## config.mk

```make
export PLATFORM = sky130hd
export DESIGN_NAME = ihcs_stats
export DESIGN_NICKNAME = d
export VERILOG_FILES = /design/src/ipv4_header_check_and_stats_top_defines.svh /design/src/ihcs_pkg.sv /design/src/ihcs_stats.sv
export SDC_FILE = /design/constraint.sdc
export NUM_CORES = 1
export LEC_CHECK = 0
export BUFFER_PORTS_ARGS = -buffer_cell sky130_fd_sc_hd__buf_2
export CAP_MARGIN = 15
export CORE_AREA = 10 10 176 178
export CTS_BUF_LIST = sky130_fd_sc_hd__clkbuf_8 sky130_fd_sc_hd__clkbuf_16
export CTS_CLUSTER_SIZE = 10
export DETAILED_ROUTE_END_ITERATION = 8
export DIE_AREA = 0 0 186 188
export PLACE_DENSITY = 0.86
export SYNTH_ARGS = -nofsm -noshare
export SYNTH_HDL_FRONTEND = slang
export SYNTH_SLANG_ARGS = --single-unit
```

## constraint.sdc

```tcl
create_clock -name clk -period 2.9 [get_ports clk]
set_input_delay 0.58 -clock clk [delete_from_list [all_inputs] [get_ports clk]]
set_output_delay 0.58 -clock clk [all_outputs]
set_load 0.005 [all_outputs]
```

## src/ipv4_header_check_and_stats_top_defines.svh

```systemverilog
// ----------------------------------------------------------------------------
// ipv4 header check and stats: assertion macros
// shared concurrent assertion forms, clocked on clk, disabled in reset
// ----------------------------------------------------------------------------
`ifndef IPV4_HEADER_CHECK_AND_STATS_TOP_DEFINES_SVH
`define IPV4_HEADER_CHECK_AND_STATS_TOP_DEFINES_SVH

// same-cycle implication
`define IHCS_ASSERT_NOW(label, ante, cons) \
  label: assert property (@(posedge clk) disable iff (!rst_n) (ante) |-> (cons)) \
    else $error("ihcs assertion failed");

// next-cycle implication
`define IHCS_ASSERT_NEXT(label, ante, cons) \
  label: assert property (@(posedge clk) disable iff (!rst_n) (ante) |=> (cons)) \
    else $error("ihcs assertion failed");

`endif

```

## src/ihcs_pkg.sv

```systemverilog
// ----------------------------------------------------------------------------
// ihcs_pkg
// shared constants, types and helper functions of the ipv4 header check
// ----------------------------------------------------------------------------
package ihcs_pkg;

  localparam int TABLE_DEPTH = 256;
  localparam int FILL_W      = $clog2(TABLE_DEPTH + 1);
  localparam int IDX_W       = (TABLE_DEPTH > 1) ? $clog2(TABLE_DEPTH) : 1;
  localparam logic [FILL_W-1:0] DEPTH_FILL = FILL_W'(TABLE_DEPTH);
  localparam logic [FILL_W-1:0] FILL_ONE   = FILL_W'(1);

  localparam logic [15:0] MIN_HDR_BYTES = 16'd20;
  localparam logic [3:0]  IP_VERSION_4  = 4'd4;
  localparam logic [7:0]  PROTO_TCP     = 8'd6;
  localparam logic [7:0]  PROTO_UDP     = 8'd17;
  localparam logic [7:0]  PROTO_ICMP    = 8'd1;
  localparam logic [12:0] OFFSET_MASK   = 13'h1FFF;

  localparam logic [7:0] OCT_PRIV_A   = 8'd10;
  localparam logic [7:0] OCT_PRIV_B   = 8'd172;
  localparam logic [7:0] OCT_PRIV_C   = 8'd192;
  localparam logic [7:0] OCT_PRIV_C2  = 8'd168;
  localparam logic [7:0] OCT_PRIV_BLO = 8'd16;
  localparam logic [7:0] OCT_PRIV_BHI = 8'd31;
  localparam logic [7:0] OCT_MC_LO    = 8'd224;
  localparam logic [7:0] OCT_MC_HI    = 8'd239;

  localparam logic [31:0] MAX32 = 32'hFFFF_FFFF;
  localparam logic [47:0] MAX48 = 48'hFFFF_FFFF_FFFF;

  typedef enum logic [1:0] {
    ST_OK      = 2'd0,
    ST_SHORT   = 2'd1,
    ST_VERSION = 2'd2,
    ST_HDRLEN  = 2'd3
  } status_t;

  typedef enum logic [1:0] {
    PSEL_TCP   = 2'd0,
    PSEL_UDP   = 2'd1,
    PSEL_ICMP  = 2'd2,
    PSEL_OTHER = 2'd3
  } proto_sel_t;

  typedef struct packed {
    logic              start;
    logic              clear;
    logic              rd_en;
    logic [FILL_W-1:0] rd_idx;
    logic              commit;
  } tbl_ctrl_t;

  typedef struct packed {
    logic [FILL_W-1:0] fill;
    logic              found;
  } tbl_stat_t;

  typedef struct packed {
    logic       clear;
    logic       commit;
    proto_sel_t proto_sel;
    logic       frag;
    logic       opts;
    logic [15:0] tlen;
  } stats_ctrl_t;

  typedef struct packed {
    logic [31:0] packet;
    logic [47:0] bytes;
    logic [31:0] tcp;
    logic [31:0] udp;
    logic [31:0] icmp;
    logic [31:0] other;
    logic [31:0] frag;
    logic [31:0] opts;
  } counters_t;

  function automatic logic [31:0] sat_inc32(input logic [31:0] v);
    return (v == MAX32) ? v : v + 32'd1;
  endfunction

  function automatic logic addr_private(input logic [31:0] a);
    logic [7:0] o1;
    logic [7:0] o2;
    o1 = a[31:24];
    o2 = a[23:16];
    return (o1 == OCT_PRIV_A) ||
           (o1 == OCT_PRIV_B && (o2 inside {[OCT_PRIV_BLO:OCT_PRIV_BHI]})) ||
           (o1 == OCT_PRIV_C && o2 == OCT_PRIV_C2);
  endfunction

  function automatic logic addr_multicast(input logic [31:0] a);
    return a[31:24] inside {[OCT_MC_LO:OCT_MC_HI]};
  endfunction

endpackage

```

## src/ihcs_stats.sv

```systemverilog
// ----------------------------------------------------------------------------
// ihcs_stats
// saturating traffic counters, updated once per accepted packet
// ----------------------------------------------------------------------------
module ihcs_stats (
  input  logic                  clk,
  input  logic                  rst_n,
  input  ihcs_pkg::stats_ctrl_t ctrl,
  output ihcs_pkg::counters_t   cnt
);

  logic [31:0] packet_r;
  logic [47:0] bytes_r;
  logic [31:0] proto_r [4];
  logic [31:0] frag_r;
  logic [31:0] opts_r;
  logic [48:0] byte_sum;

  assign byte_sum = {1'b0, bytes_r} + {33'd0, ctrl.tlen};

  always_ff @(posedge clk) begin
    if (!rst_n || ctrl.clear) begin
      packet_r <= '0;
      bytes_r  <= '0;
      frag_r   <= '0;
      opts_r   <= '0;
      for (int i = 0; i < 4; i++) begin
        proto_r[i] <= '0;
      end
    end else if (ctrl.commit) begin
      packet_r <= ihcs_pkg::sat_inc32(packet_r);
      bytes_r  <= byte_sum[48] ? ihcs_pkg::MAX48 : byte_sum[47:0];
      proto_r[ctrl.proto_sel] <= ihcs_pkg::sat_inc32(proto_r[ctrl.proto_sel]);
      if (ctrl.frag) begin
        frag_r <= ihcs_pkg::sat_inc32(frag_r);
      end
      if (ctrl.opts) begin
        opts_r <= ihcs_pkg::sat_inc32(opts_r);
      end
    end
  end

  assign cnt.packet = packet_r;
  assign cnt.bytes  = bytes_r;
  assign cnt.tcp    = proto_r[ihcs_pkg::PSEL_TCP];
  assign cnt.udp    = proto_r[ihcs_pkg::PSEL_UDP];
  assign cnt.icmp   = proto_r[ihcs_pkg::PSEL_ICMP];
  assign cnt.other  = proto_r[ihcs_pkg::PSEL_OTHER];
  assign cnt.frag   = frag_r;
  assign cnt.opts   = opts_r;

endmodule

```

==> impl_metrics.csv, run 1 <==
group,metric,value,unit
run_status,status,"complete, no violations",
power_and_ir_drop,seq_power_share,49.9,%
finish,syn_to_final_growth,25.86,%
timing,fmax,357.0,MHz
worst_setup_path,cp_max_fo,23,
clocking,cts_tree,"yes",
placement,globalplace.congestion,0.9299,
clocking,cts-root-buf,"clkbuf_16",
synthesis,synth-seq-cells,272,
synthesis,syn_inst,1324,
synthesis,syn_nets,1369,
placement,dp_hpwl,30.78,mm
timing,rsz0062_at_grt,"false",
routing,num_vias,12230,
worst_setup_path,crit_path_frequent_cell,"nand4_2",
worst_setup_path,slowest_delay,0.48,ns
power_and_ir_drop,power.switching,2.010,mW
floorplanning,dieArea,0.03497,mm²
timing,skew,0.007405,ns
synthesis,yosysSeqAreaShare,49.70,%
worst_setup_path,end_kind,"flip-flop",
finish,layout_common_cells,"buf_2, nor2_1, dfxtp_1",
routing,met1_length,15.30,mm
power_and_ir_drop,clockPowerShare,40.5,%
worst_setup_path,critPathTopFamily,"simple AND/OR/NAND/NOR gates",
power_and_ir_drop,pwr-share-comb,9.5,%
worst_setup_path,crit_start,"ctrl[18]",
routing,drcViolationCount,0,
floorplanning,core-area,0.02748,mm²
worst_setup_path,crit_slowest_cell,"nor4_2",
worst_setup_path,crit_chain,"buf_2 > buf_12 > mux4_1 > nand4_2 > nor4_2 > nand4_2 > nand3_1 > xor2_1 > nor2_1",
worst_setup_path,worstPathRequired,3.17,ns
routing,wl_met3,5.233,mm
finish,finalNonFillerCells,2074,
synthesis,synth_warnings,0,
clocking,insertion_delay,0.55,ns
synthesis,synth_edf_count,128,
clocking,postCtsSetupRepairBufs,0,
clocking,ctsHoldBuffers,0,
floorplanning,initial_core_util,49.25,%
synthesis,synthArstFlopShare,0,%
worst_setup_path,cp_num_buf_inv,2,
finish,nNetsFinal,1759,
routing,wirelength,42.14,mm
worst_setup_path,arrival,3.08,ns
global_routing,grt_max_degree,67,
finish,drive_above_1_share,28.59,%
floorplanning,die_h,188,µm
routing,firstDrtPassIters,8,
synthesis,ys.flop_type,"dfxtp_1",
power_and_ir_drop,power.internal,6.419,mW
timing,maxSlewViolCount,0,
timing,whs,0.4130,ns
global_routing,antenna_found_initial,1,
routing,wl_per_cell,20.32,µm
timing,period_minus_slack,2.801,ns
synthesis,syn_area,0.01353,mm²
clocking,htreeDepth,1,
timing,finalCritPeriodShare,96.59,%
min_path,timing.hold.worst.start,"ctrl[0]",
global_routing,grt-ovfl-total,0,
worst_setup_path,cp-start-kind,"input pin",
routing,via_per_inst,5.894,
finish,antennaDiodeCount,0,
clocking,path_clk_slew,0.06,ns
routing,antenna_left,0,
placement,io_buffer_count,295,
clocking,numCtsBuffers,31,
routing,top_layer,"met5",
power_and_ir_drop,powerDensity,494.9,mW/mm²
routing,wl_met2,20.40,mm
synthesis,syn_avg_cell_area,10.22,µm²
worst_setup_path,critPathKind,"input pin to flip-flop",
worst_setup_path,r2r-start,"proto_r[0][4]$_SDFFCE_PN0P_",
timing,setup_viol,0,
min_path,min_path_type,"input pin to flip-flop",
power_and_ir_drop,vdd_ir_drop_max,0.3721,mV
global_routing,grt_usage,23.09,%
timing,fin_tns_setup,0,ns
clocking,cts_resized,0,
finish,final_common_cell,"buf_2",
floorplanning,dieWidth,186,µm
synthesis,ys_types,66,
power_and_ir_drop,switching_share,23.85,%
floorplanning,fp-row-count,61,
power_and_ir_drop,power_leakage,7.277,nW
timing,tightest_slew,1.140,ns
timing,finalHoldViolations,0,
clocking,cts_buffer_depth,3,
run,drv_cap,0,
placement,dp_cells,2027,
clocking,cts.sinks,272,
routing,first_iter_violations,1015,
global_routing,grt_pass1_wl,65.63,mm
floorplanning,top_level_ports,296,
timing,slew_headroom,23.55,%
global_routing,grt_pass1_vias,12210,
## per-stage QoR
stage	area, µm²	setup WS [ns]	total power, mW	utilization, %
2_1_floorplan	13530	-0.01328	4.667	-
3_3_place_gp	16170	-0.2242	5.049	58.85
3_5_place_dp	16170	-0.3448	5.078	58.85
4_1_cts	17030	0.1580	8.478	61.96
5_1_grt	17030	0.003492	8.701	61.99
6_report	17030	0.09897	8.429	61.99
## flip-flops by register name, indices dropped and copies added (netlist names)
signal / count
bytes_r: 48
frag_r: 32
opts_r: 32
packet_r: 32
proto_r: 128
## power by group through the flow
stage                     Sequential (mW)  Combinational [mW]  Clock, mW
after floorplan                      4.27               0.401          0
after global placement               4.28               0.772          0
after detailed placement             4.28               0.794          0
after CTS                            4.20               0.801       3.47
after global routing                 4.21               0.866       3.62
final                                4.21               0.804       3.42
## layout make-up
cell class              instances  area [µm²]
fillers                      2193       10440
flip-flops and latches        272        6726
multi-input cells             963        6409
repair buffers                419        2507
clock buffers                  33       803.3
well taps                     346       432.9
inverters                      27       101.3
clock inverters                14       52.55
## worst min-delay path, stage by stage
cell and delay, ns:
buf_2 0.08, ha_1 0.12, inv_1 0.03, a21oi_1 0.10
## logic make-up after synthesis
family	after synthesis	synth area share [%]
compound gates	197	8.987
xor+xnor	143	9.255
fa+ha+maj	21	1.997
buf+inv	89	3.033
flops	272	49.70
mux	39	6.259
simple gates	563	20.77
## per-layer routing
layer  vias up  track usage (%)
met5         -                0
met4         2            6.700
met3        89            8.216
met2       645            40.04
met1      5902            25.97
li1       5587                -
## synthesized netlist by cell type (all sizes together), types with 41 or more instances
master	number	share of area, %
nor2	246	6.8
nand4	49	2.5
xnor2	65	4.2
a21oi	82	3.0
edfxtp	128	28
and3	41	1.9
xor2	78	5.0
nand3	56	2.1
nand2	66	1.8
o21ai	43	1.6
dfxtp	144	21
clkbuf	51	1.4
## final timing paths
check	slack [ns]	to	depth (start not counted)
min	0.41	bytes_r[0]$_SDFFE_PP0P_	4
min reg2reg	0.51	opts_r[5]$_SDFFE_PP0P_	2
max	0.1	proto_r[2][8]$_SDFFCE_PN0P_	9
max reg2reg	0.11	proto_r[0][12]$_SDFFCE_PN0P_	8
No activity file was read; power rests on OpenSTA's default activity.
==> run 2: changes to the inputs <==
--- a/config.mk
+++ b/config.mk
@@ -7,12 +7,12 @@
 export LEC_CHECK = 0
 export BUFFER_PORTS_ARGS = -buffer_cell sky130_fd_sc_hd__buf_2
 export CAP_MARGIN = 15
-export CORE_AREA = 10 10 176 178
+export CORE_AREA = 10 10 168 170
 export CTS_BUF_LIST = sky130_fd_sc_hd__clkbuf_8 sky130_fd_sc_hd__clkbuf_16
 export CTS_CLUSTER_SIZE = 10
 export DETAILED_ROUTE_END_ITERATION = 8
-export DIE_AREA = 0 0 186 188
-export PLACE_DENSITY = 0.86
+export DIE_AREA = 0 0 178 180
+export PLACE_DENSITY = 0.89
 export SYNTH_ARGS = -nofsm -noshare
 export SYNTH_HDL_FRONTEND = slang
 export SYNTH_SLANG_ARGS = --single-unit
==> constraint.sdc (replaced) <==
create_clock -name clk -period 3.1 [get_ports clk]
set_input_delay 0.62 -clock clk [delete_from_list [all_inputs] [get_ports clk]]
set_output_delay 0.62 -clock clk [all_outputs]
set_load 0.005 [all_outputs]
==> impl_metrics.csv, run 2 (synthesis gave the netlist of run 1 again) <==
group,metric,value,unit
clocking,cts.sinks,272,
floorplanning,initial_core_util,54.37,%
worst_setup_path,cp_num_buf_inv,3,
routing,wirelength,42.10,mm
timing,setup_viol,0,
min_path,timing.hold.worst.start,"ctrl[0]",
floorplanning,dieWidth,178,µm
floorplanning,dieArea,0.03204,mm²
global_routing,grt_pass1_vias,12130,
clocking,cts-root-buf,"clkbuf_16",
timing,finalCritPeriodShare,93.71,%
clocking,cts_resized,0,
clocking,postCtsSetupRepairBufs,0,
worst_setup_path,crit_chain,"buf_2 > buf_12 > mux4_1 > and4_1 > and4_1 > nand3_1 > buf_12 > o311ai_1 > xor2_1 > nor2_1",
placement,placed_area,0.01592,mm²
timing,tightest_slew,1.048,ns
clocking,htreeDepth,1,
power_and_ir_drop,vdd_ir_drop_max,0.3585,mV
routing,via_per_inst,6.030,
finish,largest_reg_flops,128,
finish,post-route-util,67.43,%
worst_setup_path,cp-start-kind,"input pin",
timing,period_minus_slack,2.905,ns
routing,drcViolationCount,0,
clocking,ctsHoldBuffers,0,
finish,nNetsFinal,1730,
global_routing,grt_max_degree,72,
worst_setup_path,end_kind,"flip-flop",
finish,largestRegisters,"proto_r x128, bytes_r x48",
clocking,insertion_delay,0.56,ns
clocking,cts_buffer_depth,3,
power_and_ir_drop,power_leakage,7.181,nW
timing,skew,0.01380,ns
finish,fill_cells,1823,
power_and_ir_drop,powerDensity,467.0,mW/mm²
run_status,status,"complete, no violations",
global_routing,grt-ovfl-total,0,
routing,first_iter_violations,1245,
placement,dp_hpwl,30.47,mm
timing,finalHoldViolations,0,
worst_setup_path,arrival,3.20,ns
floorplanning,top_level_ports,296,
floorplanning,die_h,180,µm
worst_setup_path,crit_start,"ctrl[18]",
worst_setup_path,r2r-start,"bytes_r[0]$_SDFFE_PP0P_",
min_path,min_path_type,"input pin to flip-flop",
power_and_ir_drop,power,7.838,mW
timing,slew_headroom,29.72,%
clocking,path_clk_slew,0.06,ns
routing,wl_per_cell,20.73,µm
clocking,cts_tree,"yes",
worst_setup_path,slowest_delay,0.40,ns
finish,antennaDiodeCount,0,
finish,syn_to_final_growth,24.02,%
timing,fmax,344.2,MHz
global_routing,grt_usage,24.88,%
worst_setup_path,critPathTopFamily,"simple AND/OR/NAND/NOR gates",
timing,maxSlewViolCount,0,
worst_setup_path,cp_max_fo,15,
global_routing,grt_pass1_wl,65.58,mm
global_routing,antenna_found_initial,0,
worst_setup_path,crit_slowest_cell,"o311ai_1",
routing,firstDrtPassIters,5,
worst_setup_path,worstPathRequired,3.39,ns
routing,antenna_left,0,
timing,rsz0062_at_grt,"false",
placement,io_buffer_count,295,
finish,final_common_cell,"buf_2",
finish,layout_common_cells,"buf_2, nor2_1, dfxtp_1",
floorplanning,fp-row-count,58,
worst_setup_path,critPathKind,"input pin to flip-flop",
placement,globalplace.congestion,0.9420,
clocking,numCtsBuffers,31,
finish,drive_above_1_share,26.81,%
routing,num_vias,12250,
floorplanning,core-area,0.02489,mm²
finish,stdcell_area,0.01678,mm²
run,drv_cap,0,
timing,whs,0.4576,ns
finish,top_register,"proto_r",
-- run 2: through the flow --
stage / TNS, ns / cells / setup WS (ns)
4_1_cts: 0 / 2031 / 0.2522
2_1_floorplan: 0 / 1324 / 0.09097
5_1_grt: 0 / 2031 / 0.04928
3_3_place_gp: -9.326 / 1982 / -0.2004
6_report: 0 / 2031 / 0.1951
3_5_place_dp: -20.78 / 1982 / -0.2988
-- run 2: final timing paths --
| kind | depth (start not counted) | slack, ns | end |
|---|---|---|---|
| setup / recovery | 10 | 0.20 | proto_r[2][13]$_SDFFCE_PN0P_ |
| hold / removal | 4 | 0.46 | bytes_r[0]$_SDFFE_PP0P_ |
| setup reg to reg | 10 | 0.34 | bytes_r[34]$_SDFFE_PP0P_ |
| hold reg to reg | 2 | 0.50 | opts_r[5]$_SDFFE_PP0P_ |
-- run 2: tightest hold or removal path, stage by stage --
cell	delay, ns
buf_2	0.09
ha_1	0.13
inv_1	0.04
a21oi_1	0.10
-- run 2: metal layers --
metal	routed length (µm)	track usage, %
met1	15250	28.79
met5	0	0
met4	1324	8.906
met3	4943	7.272
met2	20580	42.65
-- run 2: area by class of cell --
class / instances / area, µm² / area share, %
Sequential cell: 272 / 6726 / 40.08
Multi-Input combinational cell: 963 / 6406 / 38.17
Timing Repair Buffer: 390 / 2277 / 13.57
Clock buffer: 32 / 789.5 / 4.704
Tap cell: 330 / 412.9 / 2.460
Inverter: 27 / 101.3 / 0.6038
Clock inverter: 17 / 70.07 / 0.4175
-- run 2: power breakdown --
part	internal, mW	switching [mW]	total [mW]
Sequential	3.86	0.0751	3.93
Clock	1.80	1.39	3.19
Combinational	0.302	0.414	0.716
